<file path="config.mk">
export PLATFORM = sky130hd
export DESIGN_NAME = sabs_controller
export DESIGN_NICKNAME = d
export VERILOG_FILES = /design/src/design/sabs_pkg.sv /design/src/design/sabs_controller.sv
export SDC_FILE = /design/constraint.sdc
export NUM_CORES = 1
export LEC_CHECK = 0
export BUFFER_PORTS_ARGS = -buffer_cell sky130_fd_sc_hd__buf_2
export CORE_AREA = 2 2 39 41
export DETAILED_ROUTE_END_ITERATION = 10
export DIE_AREA = 0 0 41 43
export GPL_TIMING_DRIVEN = 0
export HOLD_SLACK_MARGIN = 0.12
export PLACE_DENSITY_LB_ADDON = 0.3
export SLEW_MARGIN = 30
export SYNTH_ARGS = -nofsm -noshare
export SYNTH_HDL_FRONTEND = slang
export SYNTH_SLANG_ARGS = --single-unit
</file>
<file path="constraint.sdc">
create_clock -name clk_i -period 1.3 [get_ports clk_i]
set_input_delay 0.065 -clock clk_i [delete_from_list [all_inputs] [get_ports clk_i]]
set_output_delay 0.065 -clock clk_i [all_outputs]
set_load 0.02 [all_outputs]
</file>
<file path="src/design/sabs_pkg.sv">
// Shared constants and control types for the sorted array binary search block
`timescale 1ns / 1ps

package sabs_pkg;

  // Default store depth
  localparam int unsigned DEPTH_DEF = 1024;

  // Fixed field widths
  localparam int unsigned MODE_W  = 1;
  localparam int unsigned SLOT_W  = 10;
  localparam int unsigned VALUE_W = 32;
  localparam int unsigned POS_W   = 10;
  localparam int unsigned COUNT_W = 11;

  // Configuration port
  localparam int unsigned ADDR_W  = 3;
  localparam int unsigned DATA_W  = 32;
  localparam logic        REG_ELEMENT_COUNT = 1'b0;

  // Item modes
  localparam logic [MODE_W-1:0] MODE_WRITE  = 1'b0;
  localparam logic [MODE_W-1:0] MODE_SEARCH = 1'b1;

  // Commands from controller to datapath
  typedef struct packed {
    logic mem_write;    // store the accepted element
    logic load_query;   // latch target, open the full range
    logic probe;        // read the middle entry of the range
    logic cmp_step;     // narrow the range or record a match
    logic load_result;  // move the outcome into the result register
  } cmd_t;

  // Status from datapath to controller
  typedef struct packed {
    logic range_empty;  // nothing left to probe
    logic eq;           // probed entry equals the target
  } sts_t;

endpackage

</file>
<file path="src/design/sabs_controller.sv">
// Controller: sequences store writes, search probes and result hand-off
`timescale 1ns / 1ps

module sabs_controller (
  input  logic                        clk_i,
  input  logic                        rst_ni,
  input  logic                        in_valid_i,
  input  logic [sabs_pkg::MODE_W-1:0] in_mode_i,
  output logic                        in_ready_o,
  output logic                        out_valid_o,
  input  logic                        out_ready_i,
  output sabs_pkg::cmd_t              cmd_o,
  input  sabs_pkg::sts_t              sts_i
);

  typedef enum logic [3:0] {
    ST_IDLE   = 4'b0001,
    ST_PROBE  = 4'b0010,
    ST_CMP    = 4'b0100,
    ST_FINISH = 4'b1000
  } state_e;

  state_e state_q, state_d;
  logic   out_valid_q, out_valid_d;
  logic   in_xfer;

  assign in_ready_o = state_q == ST_IDLE;
  assign in_xfer    = in_valid_i && in_ready_o;

  // Next state and commands
  always_comb begin
    state_d = state_q;
    cmd_o   = '0;
    case (state_q)
      ST_IDLE: begin
        if (in_xfer) begin
          if (in_mode_i == sabs_pkg::MODE_SEARCH) begin
            cmd_o.load_query = 1'b1;
            state_d          = ST_PROBE;
          end else begin
            cmd_o.mem_write = 1'b1;
          end
        end
      end
      ST_PROBE: begin
        if (sts_i.range_empty) begin
          state_d = ST_FINISH;
        end else begin
          cmd_o.probe = 1'b1;
          state_d     = ST_CMP;
        end
      end
      ST_CMP: begin
        cmd_o.cmp_step = 1'b1;
        state_d        = sts_i.eq ? ST_FINISH : ST_PROBE;
      end
      ST_FINISH: begin
        // Hold until the result register is free
        if (!out_valid_q || out_ready_i) begin
          cmd_o.load_result = 1'b1;
          state_d           = ST_IDLE;
        end
      end
      default: begin
        state_d = ST_IDLE;
      end
    endcase
  end

  // Result valid: set on load, clear on transfer
  assign out_valid_d = (out_valid_q && !out_ready_i) || cmd_o.load_result;

  always_ff @(posedge clk_i or negedge rst_ni) begin
    if (!rst_ni) begin
      state_q     <= ST_IDLE;
      out_valid_q <= 1'b0;
    end else begin
      state_q     <= state_d;
      out_valid_q <= out_valid_d;
    end
  end

  assign out_valid_o = out_valid_q;

endmodule

</file>
==> results.py, run 1 <==
metrics = {
    "route": {
        "drt_wl_total_um": 882,
        "dr.pass1.iters": 2,
        "drtIter0Drc": 3,
        "wl_per_cell_um": 11.61,
        "drcViolationCount": 0,
        "ant_nets": 0,
        "vias_per_cell": 4.500,
        "vias": 342,
    },
    "pwr": {
        "switchingPower_w": 0.0001387,
        "combPwrFrac": 0.287,
        "p_clk_frac": 0.361,
        "max-vdd-ir-drop_mv": 0.3857,
        "powerDensity_nw_per_um2": 861.1,
        "p_int_w": 0.0003612,
        "p_sw_frac": 0.2775,
        "finalPower_w": 0.0004999,
        "seqPwrFrac": 0.352,
        "leakage_nw": 0.2812,
    },
    "global_route": {
        "grt_pass1_wl_um": 1380,
        "grt_max_degree": 9,
        "gr-usage-all-layers": 0.1207,
        "grt_antenna_before_repair": 0,
        "overflow": 0,
        "grt_pass1_vias": 329,
    },
    "clocking": {
        "clk_latency_ns": 0.24,
        "cts_tree": "yes",
        "cts_made_buffers": 3,
        "clock-sinks": 5,
        "clk_root_buffer_cell": "clkbuf_4",
        "cts_max_level": 1,
        "path_clk_slew_ns": 0.04,
        "clk_path_buf_depth": 2,
    },
    "sta": {
        "setup_viol": 7,
        "finalCriticalPeriod_ns": 1.432,
        "min_period_over_period": 1.102,
        "setup_slack_ns": -0.1322,
        "finalMaxSlewViolations": 0,
        "fin_skew_ns": 0.001517,
        "hold_slack_ns": 0.1440,
        "tightest_slew_ns": 0.2944,
        "relSlewSlack": 0.8029,
        "hold_viol": 0,
        "grt_setup_unrepaired": "true",
        "max_freq_mhz": 698.2,
    },
    "setup_path": {
        "cp-end-kind": "output pin",
        "worstReg2RegStart": "state_q[3]",
        "reg2reg_to": "state_q[0]",
        "slowest_stage": "dfrtp_2",
        "reg2reg_depth": 5,
        "worstPathRequired_ns": 1.24,
        "startpoint_type": "flop",
        "cp_slowest_stage_delay_ns": 0.45,
        "critPathArrivalTime_ns": 1.37,
        "crit_fanout": 4,
        "rrSetupSlack_ns": -0.08,
        "worst-setup-path-type": "flop to output pin",
        "cp_cell_sequence": "nor4b_4 > nand2_2 > nor2_4 > buf_6",
    },
    "finish": {
        "seq_area_um2": 130.1,
        "multi_input_area_um2": 202.7,
        "fillers": 151,
        "fin_nets": 68,
        "drive_gt1_frac": 0.6500,
        "syn2layout_area_growth_pct": 89.39,
        "num_antenna_cells": 0,
        "final_cell_area_um2": 580.6,
        "stdcell_count": 76,
        "fin_util": 0.4195,
    },
    "synthesis": {
        "ys_warn_count": 0,
        "syn-instance-count": 32,
        "synth_area_leader_cell": "dfrtp_1",
        "synth_top_area_frac": 0.3265,
        "avgSynthCellArea_um2": 9.580,
        "synth_area_um2": 306.5,
        "synth-seq-area-share": 0.4122,
        "synthTopCellsByArea": "dfrtp_1 33%, dfstp_2 8.6%, nor4b_4 7.8%",
        "syn_nets": 39,
        "yosysUniqueCellTypes": 20,
        "ys_ff_latch": 5,
    },
    "placed_design": {
        "port_buffers": 13,
        "gp_congestion": 0.7324,
        "dp.cells": 61,
        "place_hpwl_um": 532.7,
        "post_dp_cell_area_um2": 399.1,
    },
    "run_status": {
        "violations": "setup timing",
        "outcome": "complete, but fails checks",
    },
    "floorplan": {
        "die_area_um2": 1763,
        "die_w_um": 41,
        "core_area_um2": 1384,
        "io_pins": 14,
        "start_util": 0.2215,
        "rows": 14,
        "die_y_um": 43,
    },
    "min_path": {
        "holdCritStartpoint": "sts_i[1]",
        "min_path_cells": 3,
        "hp-class": "primary input to flop",
        "whs_endpoint": "state_q[2]",
    },
    "run": {
        "max_cap_viol_count": 0,
    },
}
Yosys cell counts:
cell	count
dfrtp_1	4
inv_1	4
nor2_1	3
a21oi_1	2
and2_1	2
nand2_1	2
o21ai_0	2
a31oi_1	1
and4bb_1	1
dfstp_2	1
nand2b_1	1
nand3_2	1
nand3b_1	1
nor2b_1	1
nor4_1	1
nor4b_4	1
nor4bb_1	1
o21a_1	1
o21ai_1	1
o31ai_2	1
worst max-delay path: cells and delay by family (launching register included):
kind | cells | cell delay, ns
buf+inv | 1 | 0.12
flops | 1 | 0.45
simple gates | 3 | 0.56
state kept, by name, summed over array words and instances, names as in the netlist:
name,cells
out_valid_o,1
state_q,4
cells by family (layout without fill, tap and decap cells):
family,after synthesis,after routing,synth area share
and+or+nand+nor,15,15,0.3715
AOI/OAI and AO/OA,8,8,0.1673
DFF,5,5,0.4123
buffers and inverters,4,32,0.04897
through the flow:
step           setup TNS [ns]  setup WS, ns
6_report              -0.5706       -0.1322
2_1_floorplan        -0.01641      -0.01641
3_5_place_dp                0       0.02400
5_1_grt                -1.172       -0.2262
4_1_cts               -0.4975       -0.1546
3_3_place_gp                0       0.04207
area by class of cell:
cell class                 instances  area share
clock buffer                       4     0.04526
multi-input combinational         23      0.3491
timing repair buffer              24      0.3211
inverter                           4     0.02586
tap                               16     0.03448
sequential                         5      0.2241
worst max-delay path by stage:
stage	endpoint	from	slack, ns
4_1_cts	cmd_o[4]	state_q[0]	-0.15
5_1_grt	cmd_o[2]	state_q[0]	-0.23
6_report	cmd_o[4]	state_q[3]	-0.13
2_1_floorplan	cmd_o[4]	state_q[0]	-0.02
3_5_place_dp	cmd_o[4]	state_q[2]	0.02
3_3_place_gp	cmd_o[4]	state_q[2]	0.04
placed cells by master (no fill, tap or decap), drive strengths merged:
| cell | n |
|---|---|
| nor4b | 1 |
| nor2b | 1 |
| dfstp | 1 |
| nand3b | 1 |
| clkbuf | 4 |
| inv | 4 |
| nor4bb | 1 |
| dfrtp | 4 |
| a31oi | 1 |
| o21ai | 3 |
| nand2 | 2 |
| nor4 | 1 |
| and4bb | 1 |
| dlygate4sd3 | 3 |
| nor2 | 3 |
| a21oi | 2 |
| o31ai | 1 |
| o21a | 1 |
| nand3 | 1 |
| and2 | 2 |
| buf | 21 |
| nand2b | 1 |
power by group through the flow:
| stage | clock (W) | sequential [W] | combinational (W) |
|---|---|---|---|
| 2_1_floorplan | 0 | 0.000178 | 0.0000533 |
| 4_1_cts | 0.000189 | 0.000175 | 0.000126 |
| 5_1_grt | 0.000204 | 0.000176 | 0.000157 |
| 3_3_place_gp | 0 | 0.000181 | 0.0000813 |
| 6_report | 0.000180 | 0.000176 | 0.000144 |
| 3_5_place_dp | 0 | 0.000182 | 0.0000816 |
routing by layer:
| metal | share of wire | vias up | global-route usage |
|---|---|---|---|
| met5 | 0 | - | 0 |
| met4 | 0 | 0 | 0.06000 |
| met3 | 0.070 | 0 | 0.05236 |
| met2 | 0.53 | 13 | 0.1875 |
| met1 | 0.40 | 160 | 0.1327 |
| li1 | - | 169 | - |
repair_timing:
action / 4_1_cts / 5_1_grt
hold endpoints to repair: 7 / 0
endpoints found under the setup margin: 6 / 6
gates cloned: 0 / 0
pin swaps: 4 / 4
hold buffers: 3 / 0
resized for setup: 14 / 8
setup buffers: 5 / 3
No activity file was read; power rests on OpenSTA's default activity.
==> inputs of run 2 (changes only) <==
CELL_PAD_IN_SITES_DETAIL_PLACEMENT = 1   (was not set)
CELL_PAD_IN_SITES_GLOBAL_PLACEMENT = 1   (was not set)
CTS_CLUSTER_SIZE = 25   (was not set)
SETUP_SLACK_MARGIN = 0.5   (was not set)
==> results.py, run 2 (same netlist as run 1, synthesis figures left out) <==
metrics = {
    "sta": {
        "grt_setup_unrepaired": "true",
        "setup_viol": 6,
        "hold_viol": 0,
        "fin_skew_ns": 0.001533,
        "tightest_slew_ns": 0.2550,
        "setup_tns_ns": -0.3839,
        "finalMaxSlewViolations": 0,
        "setup_slack_ns": -0.1356,
        "finalCriticalPeriod_ns": 1.436,
        "relSlewSlack": 0.8293,
        "min_period_over_period": 1.104,
        "max_freq_mhz": 696.6,
    },
    "clocking": {
        "clk_root_buffer_cell": "clkbuf_4",
        "clk_latency_ns": 0.24,
        "cts_tree": "yes",
        "cts_made_buffers": 3,
        "clk_path_buf_depth": 2,
        "clock-sinks": 5,
        "path_clk_slew_ns": 0.04,
        "cts_max_level": 1,
    },
    "route": {
        "vias_per_cell": 4.462,
        "ant_nets": 0,
        "drt_wl_total_um": 1010,
        "drcViolationCount": 0,
        "vias": 348,
        "wl_per_cell_um": 12.95,
        "dr.pass1.iters": 2,
        "drtIter0Drc": 1,
    },
    "global_route": {
        "grt_antenna_before_repair": 0,
        "grt_pass1_wl_um": 1580,
        "grt_pass1_vias": 387,
        "gr-usage-all-layers": 0.1372,
        "overflow": 0,
        "grt_max_degree": 9,
    },
    "finish": {
        "layout_common_cells": "10 x buf_6, 7 x buf_2, 6 x buf_4",
        "fin_nets": 70,
        "largest-register": "state_q",
        "final_common_cell": "buf_6",
        "drive_gt1_frac": 0.7419,
        "num_antenna_cells": 0,
        "syn2layout_area_growth_pct": 111.4,
        "largest_reg_flops": 4,
    },
    "setup_path": {
        "reg2reg_to": "state_q[0]",
        "rrSetupSlack_ns": 0.06,
        "worstReg2RegStart": "state_q[0]",
        "crit_start": "state_q[0]",
        "reg2reg_depth": 4,
        "startpoint_type": "flop",
        "worst-setup-path-type": "flop to output pin",
        "worstPathRequired_ns": 1.24,
        "crit_fanout": 3,
        "cp-end-kind": "output pin",
        "setup.worst_path.end": "cmd_o[4]",
        "critPathArrivalTime_ns": 1.37,
    },
    "pwr": {
        "leakage_nw": 0.2935,
        "max-vdd-ir-drop_mv": 0.4481,
        "powerDensity_nw_per_um2": 777.8,
    },
    "placed_design": {
        "pre_cts_slack_ns": 0.04744,
        "place_hpwl_um": 606.5,
        "port_buffers": 13,
        "gp_congestion": 0.6308,
    },
    "floorplan": {
        "die_y_um": 43,
        "core_area_um2": 1384,
        "start_util": 0.2215,
        "die_w_um": 41,
        "rows": 14,
        "die_area_um2": 1763,
        "io_pins": 14,
    },
    "run_status": {
        "outcome": "complete, but fails checks",
        "violations": "setup timing",
    },
    "run": {
        "max_cap_viol_count": 0,
    },
    "min_path": {
        "hp-class": "primary input to async pin",
    },
}
## run 2: through the flow
step	instance area (um2)	hold slack, ns	cells	utilization	power [W]
global route	648.1	0.1863	78	0.4684	0.0005363
global placement	419.2	-0.1219	61	0.3029	0.0002662
floorplan	334.1	-0.2306	32	-	0.0002346
detailed placement	419.2	-0.1152	61	0.3029	0.0002673
finish	648.1	0.1752	78	0.4684	0.0005041
CTS	581.8	0.1595	73	0.4204	0.0004945
## run 2: critical path, stage by stage, from the launching register on
cell	delay [ns]
dfstp_2	0.55
nor4b_4	0.25
nand2_1	0.13
nor2_4	0.09
buf_6	0.11
## run 2: timing repair
action                                  in CTS  in global routing
pin swaps                                    5                  4
buffers inserted                             5                  5
endpoints found under the hold margin        7                  0
gates resized for setup                     19                  7
endpoints found under the setup margin      12                 12
hold buffers                                 3                  0
## run 2: report_power, final
part / internal [W] / leakage (nW) / switching, W / total (W)
sequential: 0.000166 / 0.0592 / 0.0000108 / 0.000177
combinational: 0.0000813 / 0.219 / 0.0000677 / 0.000149
clock: 0.000116 / 0.0150 / 0.0000621 / 0.000178
## run 2: routing by layer
metal | track usage | vias to the layer above | wire length (um)
met5 | 0 | - | 0
met4 | 0.1200 | 0 | 0
met3 | 0 | 0 | 28
met2 | 0.2375 | 9 | 582
met1 | 0.1373 | 167 | 399
li1 | - | 172 | -
## run 2: layout make-up
type	instances	area, um2
Sequential cell	5	131.4
Fill cell	165	735.7
Inverter	4	15.01
Tap cell	16	20.02
Clock buffer	4	26.28
Multi-Input combinational cell	23	232.7
Timing Repair Buffer	26	222.7
## run 2: worst min-delay path by stage
| stage | depth (start not counted) | to | slack, ns |
|---|---|---|---|
| after CTS | 2 | out_valid_o | 0.16 |
| after global placement | 1 | state_q[2] | -0.12 |
| after global routing | 3 | state_q[2] | 0.19 |
| after floorplan | 0 | out_valid_o | -0.23 |
| final | 2 | out_valid_o | 0.18 |
| after detailed placement | 1 | state_q[2] | -0.12 |
